File: config.mk
export PLATFORM = sky130hd
export DESIGN_NAME = block_linear_resampler
export DESIGN_NICKNAME = d
export VERILOG_FILES = /design/src/sv/blr_pkg.sv /design/src/sv/blr_regs.sv /design/src/sv/blr_front.sv /design/src/sv/blr_fifo.sv /design/src/sv/blr_back.sv /design/src/sv/block_linear_resampler.sv
export VERILOG_INCLUDE_DIRS = /design/src /design/src/sv
export SDC_FILE = /design/constraint.sdc
export NUM_CORES = 2
export LEC_CHECK = 0
export ABC_AREA = 1
export BUFFER_PORTS_ARGS = -buffer_cell sky130_fd_sc_hd__clkbuf_2
export CAP_MARGIN = 20
export CORE_MARGIN = 2
export CORE_UTILIZATION = 30
export CTS_BUF_LIST = sky130_fd_sc_hd__clkbuf_4
export CTS_CLUSTER_DIAMETER = 200
export DETAILED_ROUTE_END_ITERATION = 16
export PLACE_DENSITY = 0.42
export SYNTH_ARGS = -nofsm -noshare
export SYNTH_HDL_FRONTEND = slang
export SYNTH_SLANG_ARGS = --single-unit
File: constraint.sdc
create_clock -name i_clk -period 22.5 [get_ports i_clk]
set_input_delay 4.5 -clock i_clk [delete_from_list [all_inputs] [get_ports i_clk]]
set_output_delay 4.5 -clock i_clk [all_outputs]
set_load 0.01 [all_outputs]
File: src/sv/assert_macros.svh
// Assertion helpers shared by the RTL. Every check is sampled on the rising
// clock edge and is switched off while the synchronous reset is held.
`ifndef ASSERT_MACROS_SVH
`define ASSERT_MACROS_SVH

// The expression must hold at every sampled edge.
`define ASSERT_ALWAYS(lbl, expr, msg) \
    lbl: assert property (@(posedge i_clk) disable iff (!i_rst_n) (expr)) else $error(msg);

// Whenever the antecedent holds, the consequent must hold in the same cycle.
`define ASSERT_IMPLY(lbl, ante, cons, msg) \
    lbl: assert property (@(posedge i_clk) disable iff (!i_rst_n) (ante) |-> (cons)) else $error(msg);

`endif

File: src/sv/blr_pkg.sv
package blr_pkg;

    // Number format and block limits.
    localparam int FRAC_BITS   = 16;
    localparam int SAMPLE_BITS = 12;
    localparam int MAX_BLOCK   = 4096;
    localparam int LEN_W       = 13;
    localparam int STEP_W      = 28;
    localparam int PHASE_W     = LEN_W + FRAC_BITS;
    localparam int OUT_W       = 16;

    // Blend datapath widths.
    localparam int DIFF_W = SAMPLE_BITS + 1;
    localparam int PROD_W = DIFF_W + FRAC_BITS + 1;
    localparam int ACC_W  = SAMPLE_BITS + FRAC_BITS + 2;

    // Register port.
    localparam int ADDR_W = 4;
    localparam int DATA_W = 32;

    // Queue between the front and the back.
    localparam int FIFO_DEPTH = 4;
    localparam int FIFO_AW    = $clog2(FIFO_DEPTH);
    localparam int FIFO_CW    = $clog2(FIFO_DEPTH + 1);

    // Register reset values.
    localparam logic [LEN_W-1:0]  IN_LEN_RST     = LEN_W'(2100);
    localparam logic [LEN_W-1:0]  OUT_LEN_RST    = LEN_W'(2048);
    localparam logic [STEP_W-1:0] STEP_RATIO_RST = STEP_W'(67200);

    // Register index, taken from the word address.
    typedef enum logic [1:0] {
        REG_IN_LEN     = 2'd0,
        REG_OUT_LEN    = 2'd1,
        REG_STEP_RATIO = 2'd2
    } t_reg_idx;

    typedef struct packed {
        logic [LEN_W-1:0]  in_len;
        logic [LEN_W-1:0]  out_len;
        logic [STEP_W-1:0] step_ratio;
    } t_cfg;

    // One interpolation job handed from the front to the back.
    typedef struct packed {
        logic signed [SAMPLE_BITS-1:0] prev_i;
        logic signed [SAMPLE_BITS-1:0] prev_q;
        logic signed [SAMPLE_BITS-1:0] cur_i;
        logic signed [SAMPLE_BITS-1:0] cur_q;
        logic [FRAC_BITS-1:0]          frac;
        logic                          last;
    } t_blend_req;

    typedef struct packed {
        logic               empty;
        logic               full;
        logic [FIFO_CW-1:0] count;
    } t_fifo_status;

endpackage

File: src/sv/blr_regs.sv
module blr_regs (
    input  logic                       i_clk,
    input  logic                       i_rst_n,
    input  logic                       psel,
    input  logic                       penable,
    input  logic                       pwrite,
    input  logic [blr_pkg::ADDR_W-1:0] paddr,
    input  logic [blr_pkg::DATA_W-1:0] pwdata,
    output logic [blr_pkg::DATA_W-1:0] prdata,
    output logic                       pready,
    output blr_pkg::t_cfg              o_cfg
);
    import blr_pkg::*;

    logic [LEN_W-1:0]  r_in_len;
    logic [LEN_W-1:0]  r_out_len;
    logic [STEP_W-1:0] r_step_ratio;
    t_reg_idx          w_idx;
    logic              w_wr;

    assign pready = 1'b1;
    assign w_idx  = t_reg_idx'(paddr[ADDR_W-1:2]);
    assign w_wr   = psel && penable && pwrite;

    // Register writes in the access phase.
    always_ff @(posedge i_clk) begin
        if (!i_rst_n) begin
            r_in_len     <= IN_LEN_RST;
            r_out_len    <= OUT_LEN_RST;
            r_step_ratio <= STEP_RATIO_RST;
        end else if (w_wr) begin
            unique case (w_idx)
                REG_IN_LEN:     r_in_len     <= pwdata[LEN_W-1:0];
                REG_OUT_LEN:    r_out_len    <= pwdata[LEN_W-1:0];
                REG_STEP_RATIO: r_step_ratio <= pwdata[STEP_W-1:0];
                default: ;
            endcase
        end
    end

    // Read back.
    always_comb begin
        unique case (w_idx)
            REG_IN_LEN:     prdata = DATA_W'(r_in_len);
            REG_OUT_LEN:    prdata = DATA_W'(r_out_len);
            REG_STEP_RATIO: prdata = DATA_W'(r_step_ratio);
            default:        prdata = '0;
        endcase
    end

    assign o_cfg.in_len     = r_in_len;
    assign o_cfg.out_len    = r_out_len;
    assign o_cfg.step_ratio = r_step_ratio;

endmodule

File: src/sv/blr_front.sv
module blr_front (
    input  logic                            i_clk,
    input  logic                            i_rst_n,
    input  blr_pkg::t_cfg                   i_cfg,
    input  logic                            i_in_valid,
    output logic                            o_in_stall,
    input  logic [blr_pkg::SAMPLE_BITS-1:0] i_sample_i,
    input  logic [blr_pkg::SAMPLE_BITS-1:0] i_sample_q,
    input  logic                            i_fifo_full,
    output logic                            o_push,
    output blr_pkg::t_blend_req             o_req
);
    import blr_pkg::*;

    localparam logic [STEP_W-1:0]  STEP_ONE  = STEP_W'(1) << FRAC_BITS;
    localparam logic [LEN_W-1:0]   LEN_MAX   = LEN_W'(MAX_BLOCK);
    localparam logic [PHASE_W-1:0] PHASE_SAT = '1;

    logic signed [SAMPLE_BITS-1:0] r_prev_i, n_prev_i;
    logic signed [SAMPLE_BITS-1:0] r_prev_q, n_prev_q;
    logic [LEN_W-1:0]              r_position, n_position;
    logic [PHASE_W-1:0]            r_phase_acc, n_phase_acc;
    logic [LEN_W-1:0]              r_out_count, n_out_count;

    logic [LEN_W-1:0]   w_len;
    logic [LEN_W-1:0]   w_olen;
    logic [STEP_W-1:0]  w_step;
    logic [LEN_W-1:0]   w_base;
    logic               w_hit;
    logic               w_accept;
    logic               w_first;
    logic               w_emit;
    logic               w_end;
    logic [PHASE_W:0]   w_phase_sum;

    // Effective block lengths and step after clamping.
    always_comb begin
        priority if (i_cfg.in_len == '0)     w_len = LEN_W'(1);
        else if (i_cfg.in_len > LEN_MAX)     w_len = LEN_MAX;
        else                                 w_len = i_cfg.in_len;
        w_olen = (i_cfg.out_len > LEN_MAX) ? LEN_MAX : i_cfg.out_len;
        w_step = (i_cfg.step_ratio < STEP_ONE) ? STEP_ONE : i_cfg.step_ratio;
    end

    // Classify the incoming sample.
    assign o_in_stall  = i_fifo_full;
    assign w_accept    = i_in_valid && !i_fifo_full;
    assign w_first     = (r_position == '0);
    assign w_base      = r_phase_acc[PHASE_W-1 -: LEN_W];
    assign w_hit       = (({1'b0, w_base} + (LEN_W+1)'(1)) == {1'b0, r_position});
    assign w_emit      = w_accept && !w_first && (r_out_count < w_olen) && w_hit;
    assign w_end       = (r_position >= w_len);
    assign w_phase_sum = {1'b0, r_phase_acc} + (PHASE_W+1)'(w_step);

    // Block position, phase and output count.
    always_comb begin
        n_prev_i    = r_prev_i;
        n_prev_q    = r_prev_q;
        n_position  = r_position;
        n_phase_acc = r_phase_acc;
        n_out_count = r_out_count;
        if (w_accept) begin
            n_prev_i = i_sample_i;
            n_prev_q = i_sample_q;
            if (w_first) begin
                n_position = LEN_W'(1);
            end else begin
                if (w_emit) begin
                    n_phase_acc = w_phase_sum[PHASE_W] ? PHASE_SAT
                                                       : w_phase_sum[PHASE_W-1:0];
                    n_out_count = r_out_count + LEN_W'(1);
                end
                if (w_end) begin
                    n_phase_acc = '0;
                    n_out_count = '0;
                    n_position  = LEN_W'(1);
                end else begin
                    n_position = r_position + LEN_W'(1);
                end
            end
        end
    end

    always_ff @(posedge i_clk) begin
        if (!i_rst_n) begin
            r_prev_i    <= '0;
            r_prev_q    <= '0;
            r_position  <= '0;
            r_phase_acc <= '0;
            r_out_count <= '0;
        end else begin
            r_prev_i    <= n_prev_i;
            r_prev_q    <= n_prev_q;
            r_position  <= n_position;
            r_phase_acc <= n_phase_acc;
            r_out_count <= n_out_count;
        end
    end

    // Job for the back end.
    assign o_push       = w_emit;
    assign o_req.prev_i = r_prev_i;
    assign o_req.prev_q = r_prev_q;
    assign o_req.cur_i  = i_sample_i;
    assign o_req.cur_q  = i_sample_q;
    assign o_req.frac   = r_phase_acc[FRAC_BITS-1:0];
    assign o_req.last   = (({1'b0, r_out_count} + (LEN_W+1)'(1)) == {1'b0, w_olen});

endmodule

File: src/sv/blr_fifo.sv
module blr_fifo (
    input  logic                   i_clk,
    input  logic                   i_rst_n,
    input  logic                   i_push,
    input  blr_pkg::t_blend_req    i_data,
    input  logic                   i_pop,
    output blr_pkg::t_blend_req    o_head,
    output blr_pkg::t_fifo_status  o_status
);
    import blr_pkg::*;

    localparam logic [FIFO_AW-1:0] PTR_LAST = FIFO_AW'(FIFO_DEPTH - 1);

    t_blend_req         r_mem [FIFO_DEPTH];
    logic [FIFO_AW-1:0] r_wr_ptr;
    logic [FIFO_AW-1:0] r_rd_ptr;
    logic [FIFO_CW-1:0] r_count;

    // Storage; entries need no reset.
    always_ff @(posedge i_clk) begin
        if (i_push) begin
            r_mem[r_wr_ptr] <= i_data;
        end
    end

    // Pointers and fill level.
    always_ff @(posedge i_clk) begin
        if (!i_rst_n) begin
            r_wr_ptr <= '0;
            r_rd_ptr <= '0;
            r_count  <= '0;
        end else begin
            if (i_push) begin
                r_wr_ptr <= (r_wr_ptr == PTR_LAST) ? '0 : r_wr_ptr + FIFO_AW'(1);
            end
            if (i_pop) begin
                r_rd_ptr <= (r_rd_ptr == PTR_LAST) ? '0 : r_rd_ptr + FIFO_AW'(1);
            end
            priority if (i_push && !i_pop) r_count <= r_count + FIFO_CW'(1);
            else if (i_pop && !i_push)     r_count <= r_count - FIFO_CW'(1);
            else                           r_count <= r_count;
        end
    end

    assign o_head         = r_mem[r_rd_ptr];
    assign o_status.empty = (r_count == '0);
    assign o_status.full  = (r_count == FIFO_CW'(FIFO_DEPTH));
    assign o_status.count = r_count;

endmodule

File: src/sv/blr_back.sv
module blr_back (
    input  logic                                i_clk,
    input  logic                                i_rst_n,
    input  logic                                i_valid,
    input  blr_pkg::t_blend_req                 i_req,
    output logic                                o_pop,
    input  logic                                i_out_stall,
    output logic                                o_out_valid,
    output logic signed [blr_pkg::OUT_W-1:0]    o_out_i,
    output logic signed [blr_pkg::OUT_W-1:0]    o_out_q,
    output logic                                o_block_last
);
    import blr_pkg::*;

    localparam int SHIFT = OUT_W - SAMPLE_BITS;
    localparam int T_W   = ACC_W + SHIFT;
    localparam int R_W   = T_W - FRAC_BITS;
    localparam logic signed [T_W-1:0] HALF   = T_W'(1) << (FRAC_BITS - 1);
    localparam logic signed [R_W-1:0] SAT_HI = R_W'((1 << (OUT_W - 1)) - 1);
    localparam logic signed [R_W-1:0] SAT_LO = -R_W'(1 << (OUT_W - 1));

    // Difference times fraction: prev + (cur - prev) * frac is the blend.
    function automatic logic signed [PROD_W-1:0] diff_prod(
        input logic signed [SAMPLE_BITS-1:0] prev,
        input logic signed [SAMPLE_BITS-1:0] cur,
        input logic [FRAC_BITS-1:0]          frac
    );
        logic signed [DIFF_W-1:0] d;
        logic signed [FRAC_BITS:0] f;
        d = DIFF_W'(cur) - DIFF_W'(prev);
        f = signed'({1'b0, frac});
        return PROD_W'(d) * PROD_W'(f);
    endfunction

    // Scale to the output unit, round half up and saturate.
    function automatic logic signed [OUT_W-1:0] round_sat(
        input logic signed [SAMPLE_BITS-1:0] base,
        input logic signed [PROD_W-1:0]      prod
    );
        logic signed [ACC_W-1:0] acc;
        logic signed [T_W-1:0]   t;
        logic signed [R_W-1:0]   r;
        acc = (ACC_W'(base) <<< FRAC_BITS) + ACC_W'(prod);
        t   = (T_W'(acc) <<< SHIFT) + HALF;
        r   = t[T_W-1:FRAC_BITS];
        priority if (r > SAT_HI) return OUT_W'(SAT_HI);
        else if (r < SAT_LO)     return OUT_W'(SAT_LO);
        else                     return OUT_W'(r);
    endfunction

    logic                          r_s1_valid;
    logic signed [SAMPLE_BITS-1:0] r_s1_base_i;
    logic signed [SAMPLE_BITS-1:0] r_s1_base_q;
    logic signed [PROD_W-1:0]      r_s1_prod_i;
    logic signed [PROD_W-1:0]      r_s1_prod_q;
    logic                          r_s1_last;
    logic                          r_out_valid;
    logic signed [OUT_W-1:0]       r_out_i;
    logic signed [OUT_W-1:0]       r_out_q;
    logic                          r_out_last;
    logic                          w_out_free;
    logic                          w_s1_free;

    // A stage may load when it is empty or its word moves on this cycle.
    assign w_out_free = !r_out_valid || !i_out_stall;
    assign w_s1_free  = !r_s1_valid || w_out_free;
    assign o_pop      = i_valid && w_s1_free;

    // Multiply stage.
    always_ff @(posedge i_clk) begin
        if (!i_rst_n) begin
            r_s1_valid <= 1'b0;
        end else if (w_s1_free) begin
            r_s1_valid <= i_valid;
        end
    end

    always_ff @(posedge i_clk) begin
        if (o_pop) begin
            r_s1_base_i <= i_req.prev_i;
            r_s1_base_q <= i_req.prev_q;
            r_s1_prod_i <= diff_prod(i_req.prev_i, i_req.cur_i, i_req.frac);
            r_s1_prod_q <= diff_prod(i_req.prev_q, i_req.cur_q, i_req.frac);
            r_s1_last   <= i_req.last;
        end
    end

    // Round and output register.
    always_ff @(posedge i_clk) begin
        if (!i_rst_n) begin
            r_out_valid <= 1'b0;
        end else if (w_out_free) begin
            r_out_valid <= r_s1_valid;
        end
    end

    always_ff @(posedge i_clk) begin
        if (w_out_free && r_s1_valid) begin
            r_out_i    <= round_sat(r_s1_base_i, r_s1_prod_i);
            r_out_q    <= round_sat(r_s1_base_q, r_s1_prod_q);
            r_out_last <= r_s1_last;
        end
    end

    assign o_out_valid  = r_out_valid;
    assign o_out_i      = r_out_i;
    assign o_out_q      = r_out_q;
    assign o_block_last = r_out_last;

endmodule

File: src/sv/block_linear_resampler.sv
// Block linear resampler: converts a stream of 12-bit I/Q samples to a new
// rate by linear interpolation, in blocks of in_len new samples and out_len
// outputs, stepping step_ratio (Q16) input positions per output and
// flagging the last output of each block with block_last. One sample word
// is accepted per clock while input stall is low; the front tracks block
// position and phase for each sample and queues each output job in a
// four-word queue. The back blends one job per clock while the output is
// not stalled, through a multiply stage and a round/saturate output
// register. Input stall rises only when the queue is full, which takes an
// output stall long enough to back up the back end and the queue; it stays
// high until the back end pops a job after the output stall ends. The user
// must write the registers over the APB port only while the block is idle,
// which the block itself does not enforce; they take effect at once.
`include "assert_macros.svh"

module block_linear_resampler (
    input  logic                               i_clk,
    input  logic                               i_rst_n,
    input  logic                               psel,
    input  logic                               penable,
    input  logic                               pwrite,
    input  logic [blr_pkg::ADDR_W-1:0]         paddr,
    input  logic [blr_pkg::DATA_W-1:0]         pwdata,
    output logic [blr_pkg::DATA_W-1:0]         prdata,
    output logic                               pready,
    input  logic                               i_in_valid,
    output logic                               o_in_stall,
    input  logic signed [blr_pkg::SAMPLE_BITS-1:0] i_sample_i,
    input  logic signed [blr_pkg::SAMPLE_BITS-1:0] i_sample_q,
    output logic                               o_out_valid,
    input  logic                               i_out_stall,
    output logic signed [blr_pkg::OUT_W-1:0]   o_out_i,
    output logic signed [blr_pkg::OUT_W-1:0]   o_out_q,
    output logic                               o_block_last
);
    import blr_pkg::*;

    t_cfg         w_cfg;
    t_blend_req   w_push_req;
    t_blend_req   w_head;
    t_fifo_status w_fifo_st;
    logic         w_push;
    logic         w_pop;

    blr_regs u_regs (
        .i_clk   (i_clk),
        .i_rst_n (i_rst_n),
        .psel    (psel),
        .penable (penable),
        .pwrite  (pwrite),
        .paddr   (paddr),
        .pwdata  (pwdata),
        .prdata  (prdata),
        .pready  (pready),
        .o_cfg   (w_cfg)
    );

    blr_front u_front (
        .i_clk       (i_clk),
        .i_rst_n     (i_rst_n),
        .i_cfg       (w_cfg),
        .i_in_valid  (i_in_valid),
        .o_in_stall  (o_in_stall),
        .i_sample_i  (i_sample_i),
        .i_sample_q  (i_sample_q),
        .i_fifo_full (w_fifo_st.full),
        .o_push      (w_push),
        .o_req       (w_push_req)
    );

    blr_fifo u_fifo (
        .i_clk    (i_clk),
        .i_rst_n  (i_rst_n),
        .i_push   (w_push),
        .i_data   (w_push_req),
        .i_pop    (w_pop),
        .o_head   (w_head),
        .o_status (w_fifo_st)
    );

    blr_back u_back (
        .i_clk        (i_clk),
        .i_rst_n      (i_rst_n),
        .i_valid      (!w_fifo_st.empty),
        .i_req        (w_head),
        .o_pop        (w_pop),
        .i_out_stall  (i_out_stall),
        .o_out_valid  (o_out_valid),
        .o_out_i      (o_out_i),
        .o_out_q      (o_out_q),
        .o_block_last (o_block_last)
    );

    // Queue integrity checks.
    `ASSERT_ALWAYS(a_fifo_bound, w_fifo_st.count <= FIFO_CW'(FIFO_DEPTH), "queue count above depth")
    `ASSERT_IMPLY(a_no_push_full, w_push, !w_fifo_st.full, "job pushed into a full queue")
    `ASSERT_IMPLY(a_no_pop_empty, w_pop, !w_fifo_st.empty, "job popped from an empty queue")

endmodule

### Word-level counts from Yosys, hierarchy flattened

Memory sizes are Yosys's and may differ from the RTL's. A register that Yosys moved wholly into a read port is not among the register bits.
Index checks and enable logic that the tools add are counted.

| word-level totals | value |
|---|---|
| flip-flop bits (word level) | 260 |
| bits of input ports | 67 |
| output and inout port bits | 68 |
| RAM bits | 260 |
| memories | 1 |

| operators by class | value |
|---|---|
| multipliers | 2 |
| muxes and demuxes | 22 |
| $add $sub $neg | 15 |
| $lt $le $gt $ge | 9 |
| equality and inequality tests | 7 |
| bitwise logic cells | 1 |
| reductions and logical operators | 30 |

Memories:

| name | words | width | read ports | clocked after memory_dff | wr ports | RTL line | text |
|---|---|---|---|---|---|---|---|
| u_fifo.r_mem | 4 | 65 | 1 | 1 | 1 | blr_fifo.sv:14 | `t_blend_req r_mem [FIFO_DEPTH];` |

Operators with widths:

| operator | number |
|---|---|
| two-way mux 13 bit | 7 |
| two-way mux 29 bit | 3 |
| case mux 28 bit (3 select lines) | 1 |
| adder 34 x 17 -> 34 bit (second input constant) | 2 |
| adder 28 x 30 -> 30 bit | 2 |
| multiplier 13 x 17 -> 30 bit | 2 |
| > comparator 18 x 16 -> 1 bit (second input constant) | 2 |
| less-than comparator 18 x 16 -> 1 bit (second input constant) | 2 |
| two-way mux 16 bit | 2 |
| adder 29 x 28 -> 30 bit | 1 |
| adder 13 x 1 -> 14 bit (second input constant) | 2 |
| equality test 14 x 13 -> 1 bit | 2 |
| less-than comparator 28 x 17 -> 1 bit (second input constant) | 1 |
| two-way mux 28 bit | 1 |
| adder 13 x 1 -> 13 bit (second input constant) | 2 |
| > comparator 13 bit (second input constant) | 2 |
| zero test 13 bit | 2 |
| subtractor 12 x 12 -> 13 bit | 2 |
| greater-or-equal comparator 13 bit | 1 |
| less-than comparator 13 bit | 1 |
| logical AND 1 bit | 10 |
| zero test 1 bit | 8 |
| two-way mux 2 bit | 4 |
| equality test 2 bit (second input constant) | 3 |
| other kinds (14) | 21 |

### Logic depth before layout (Yosys ltp)

| depth | value |
|---|---|
| depth in word-level cells | 10 |
| gate-level depth with buffers | 41 |

### Cells and area by module

A second synthesis with hierarchy kept.

| unflattened totals | value |
|---|---|
| cells, all modules | 5044 |
| area total of the unflattened synthesis | 41508.6 µm² |

By module, submodules not included:

| module | area each (µm²) | sequential area each (µm²) | cells an instance | instances |
|---|---|---|---|---|
| blr_back | 20488.4 | 2922.8 | 2545 | 1 |
| blr_fifo | 10413.7 | 7987.7 | 688 | 1 |
| blr_front | 7961.4 | 1581.5 | 1392 | 1 |
| blr_regs | 2641.3 | 1081.0 | 418 | 1 |
| block_linear_resampler | 3.8 | 0.0 | 1 | 1 |

### Worst setup path after synthesis

No wires, ideal clock.

| timing | value |
|---|---|
| kind | input-to-output |
| start point | input port paddr[3] in the netlist's numbering |
| end point | output port prdata[10] in the netlist's numbering |
| required time | 18000 ps |
| slack | 12800 ps |
| arrival | 5200 ps |
| path buffers | 1 |
| cell stages on the path | 5 |
| cell sequence | inv_1 -> nor2_1 -> inv_2 -> buf_1 -> o211ai_1 |

| on the way | value |
|---|---|
| word-level cells in the longest chain between the ends | 2 |
| elaborated cells between the ends (all ways) | 4 |
| classes of those cells | 2 x eq/ne; 1 x mux; 1 x reduce/logical |

Ends and longest elaborated chain:

| what | RTL line | text |
|---|---|---|
| start: declaration | block_linear_resampler.sv:22 | `input logic [blr_pkg::ADDR_W-1:0] paddr,` |
| equality test 2 bit, or another cell as far along | blr_regs.sv:43 | `unique case (w_idx)` |
| case mux 28 bit (3 select lines) (*) | blr_regs.sv:43 |  |
| end: declaration | block_linear_resampler.sv:24 | `output logic [blr_pkg::DATA_W-1:0] prdata,` |

Every way passes the cells marked *; elsewhere a longest branch is shown, timed or not.

### Worst setup path in the final report

| timing | value |
|---|---|
| start point | input port paddr[3] in the netlist's numbering |
| end point | output port prdata[12] in the netlist's numbering |

Same word-level chain as after synthesis.

==> reports/metrics.cfg <==
[cells_and_area]
final_area_sq_um = 44500
area_growth_pct = 11.0
drive_gt1_share_pct = 9.80
most-common-layout-cells = 1,102 x nand2_1, 687 x inv_1, 526 x nor2_1
nets = 5610
final_common_cell = nand2_1

[routing]
post_drt_wl_per_cell_um = 18.3
first_pass_iters = 5
vias = 32200
post-route-drc-count = 0
first_iter_violations = 1868
via_per_inst = 4.72
routed_wl_mm = 124
antenna_left = 0

[cts]
cts_hold_buf = 0
cts_tree = yes
cts.htree.levels = 4
cts_buffer_depth = 3
postCtsSetupRepairBufs = 0
cts_buffers = 145
clockRootBuffer = clkbuf_4
clk_pin_slew_ps = 60
cts-resized-gates = 0
cts.sinks = 500
clk_latency_ps = 1080

[synthesis]
synth_area_per_cell_sq_um = 8.40
synth-seq-cells = 500
synth_edf_count = 356
netlist.top_cell.by_area = edfxtp_1
synth_top_area_share_pct = 26.7
synth.top_cells.by_area = edfxtp_1 27%, fa_1 16%, nand2_1 10%
synth_area_sq_um = 40100
ys_seq_area_share_pct = 33.8
async_flop_share_pct = 0
yosys_warnings = 0
synth_ff_type = edfxtp_1
synth_cells = 4777
synth_cell_type_count = 64

[timing]
setup_tns_ps = 0
whs_ps = 471
fmax_mhz = 96.1
slew_headroom_pct = 28.4
rsz0062_at_grt = no
finalClockSkew_ps = 114
timing.final.crit_share_pct = 46.3
slew_violations = 0
min_period_ps = 10410
tightest_slew_ps = 1070
hold_violations = 0
setup_viol = 0

[global_route]
top_usage_layer = met2
track_usage_pct = 18.3
antenna_found_initial = 5
use_met3_pct = 3.43
grt_use_met1_pct = 25.1
grt_pass1_vias = 32500
grt_pass1_wl_mm = 192
grt_max_degree = 75
met2_usage_pct = 29.1
gr-total-overflow = 0

[die]
io_pins = 135
num_rows = 134
die_width_um = 370
die_area_sq_um = 137000
dieHeight_um = 370
core_sq_um = 133000
start_util_pct = 30.1

[worst_setup_path]
cp_slowest_stage_delay_ps = 660
crit_buf_inv = 3
slowest_stage = nor2_1
reg2reg_depth = 35
crit_chain = clkbuf_2 -> nor2_1 -> inv_1 -> o221ai_1 -> clkbuf_2
critical_path.max_fanout = 13
path_class = input port to primary output
crit_top_cell = clkbuf_2
worst-r2r-setup-slack_ps = 12410
crit_family = simple AND/OR/NAND/NOR gates
path_depth = 5
crit_path_start_kind = input port
critPathCaptureType = primary output
r2r_end = u_back.r_s1_prod_q[26]
critPathLaunch = paddr[3]
worstPathArrival_ps = 5910
crit_path_end = prdata[12]
worst_ep_required_time_ps = 18000

[worst_hold_path]
min_path_type = flop to flop
min_path_cells = 0

[job]
cap_violations = 0

[place]
place_congestion = 0.884
numPortBuffers = 123
place_hpwl_mm = 92.4
dpl_cell_area_sq_um = 42600

[status]
outcome = completed

-- through the flow --
stage | worst slack [ps] | util [%] | instances
global placement | 12130 | 32.0 | 6542
CTS | 12120 | 33.4 | 6810
finish | 12090 | 33.5 | 6811
detailed placement | 12140 | 32.0 | 6542
floorplan | 12800 | - | 4780
global route | 11580 | 33.5 | 6811
-- registers in the layout, summed over array words and instances, names as in the netlist, 2 cells and up, named ones only --
signal / count
u_fifo.r_rd_ptr: 2
u_regs.r_out_len: 13
u_fifo.r_wr_ptr: 2
u_back.o_out_i: 16
u_back.r_s1_prod_q: 19
u_front.r_prev_i: 12
u_back.o_out_q: 16
u_front.r_position: 13
u_back.r_s1_prod_i: 19
u_front.r_phase_acc: 29
u_back.r_s1_base_i: 12
u_fifo.r_mem: 260
u_front.r_out_count: 13
u_fifo.r_count: 3
u_front.r_prev_q: 12
u_regs.r_in_len: 13
u_back.r_s1_base_q: 12
u_regs.r_step_ratio: 28
-- per-layer routing --
layer,routed length (um),share of wire (%)
met5,49,0.039
met3,6190,5.0
met4,3250,2.6
met2,55500,45
met1,59400,48
-- cells in the mapped netlist (5+ instances only) --
library cell and n:
a21o_1 9, a21oi_1 266, a31oi_1 8, a32oi_1 28
buf_1 12, buf_2 13, buf_4 12, clkbuf_1 131
clkinv_1 8, dfxtp_1 144, edfxtp_1 356, fa_1 312
ha_1 310, inv_1 688, inv_2 7, nand2_1 1102
nand2_2 19, nand3_1 184, nand3b_1 7, nand4_1 106
nor2_1 531, nor2_2 7, nor3_1 40, nor4_1 19
o211ai_1 8, o21a_1 5, o21ai_0 189, o21bai_1 11
o221ai_1 14, o22ai_1 24, o31ai_1 5, or2_2 31
xnor2_1 35, xor2_1 81
-- final cells by class --
class	instances	area (sq um)
clock buffer	217	1630
inverter	703	2640
tap	1768	2210
sequential	500	13600
fill	14300	88600
antenna	1	2.50
multi-input combinational	3406	23300
clock inverter	51	278
timing repair buffer	165	931
-- how the worst min path moves through the flow --
stage	from	end	slack, ps
finish	u_front.r_prev_q[10]	u_fifo.r_mem[3][51]	470
global route	u_front.r_prev_q[10]	u_fifo.r_mem[3][51]	470
CTS	u_front.r_prev_q[10]	u_fifo.r_mem[3][51]	440
detailed placement	u_front.r_out_count[0]	u_front.r_out_count[0]	480
global placement	u_front.r_out_count[0]	u_front.r_out_count[0]	470
floorplan	u_back.r_s1_last	u_back.o_block_last	400
-- cells by family (layout without fill, tap and decap cells) --
kind of cell	Yosys count	count (layout)	synth area share (%)
simple gates	2068	2068	21.5
buf+inv	874	1136	8.40
fa+ha+maj	622	622	25.2
compound gates	593	593	8.37
flops	500	500	33.8
xor+xnor	118	118	2.61
other cells	2	6	0.0187
Power is not shown: default switching activity piles up to over one toggle a cycle in this logic, so the estimate is an artifact.
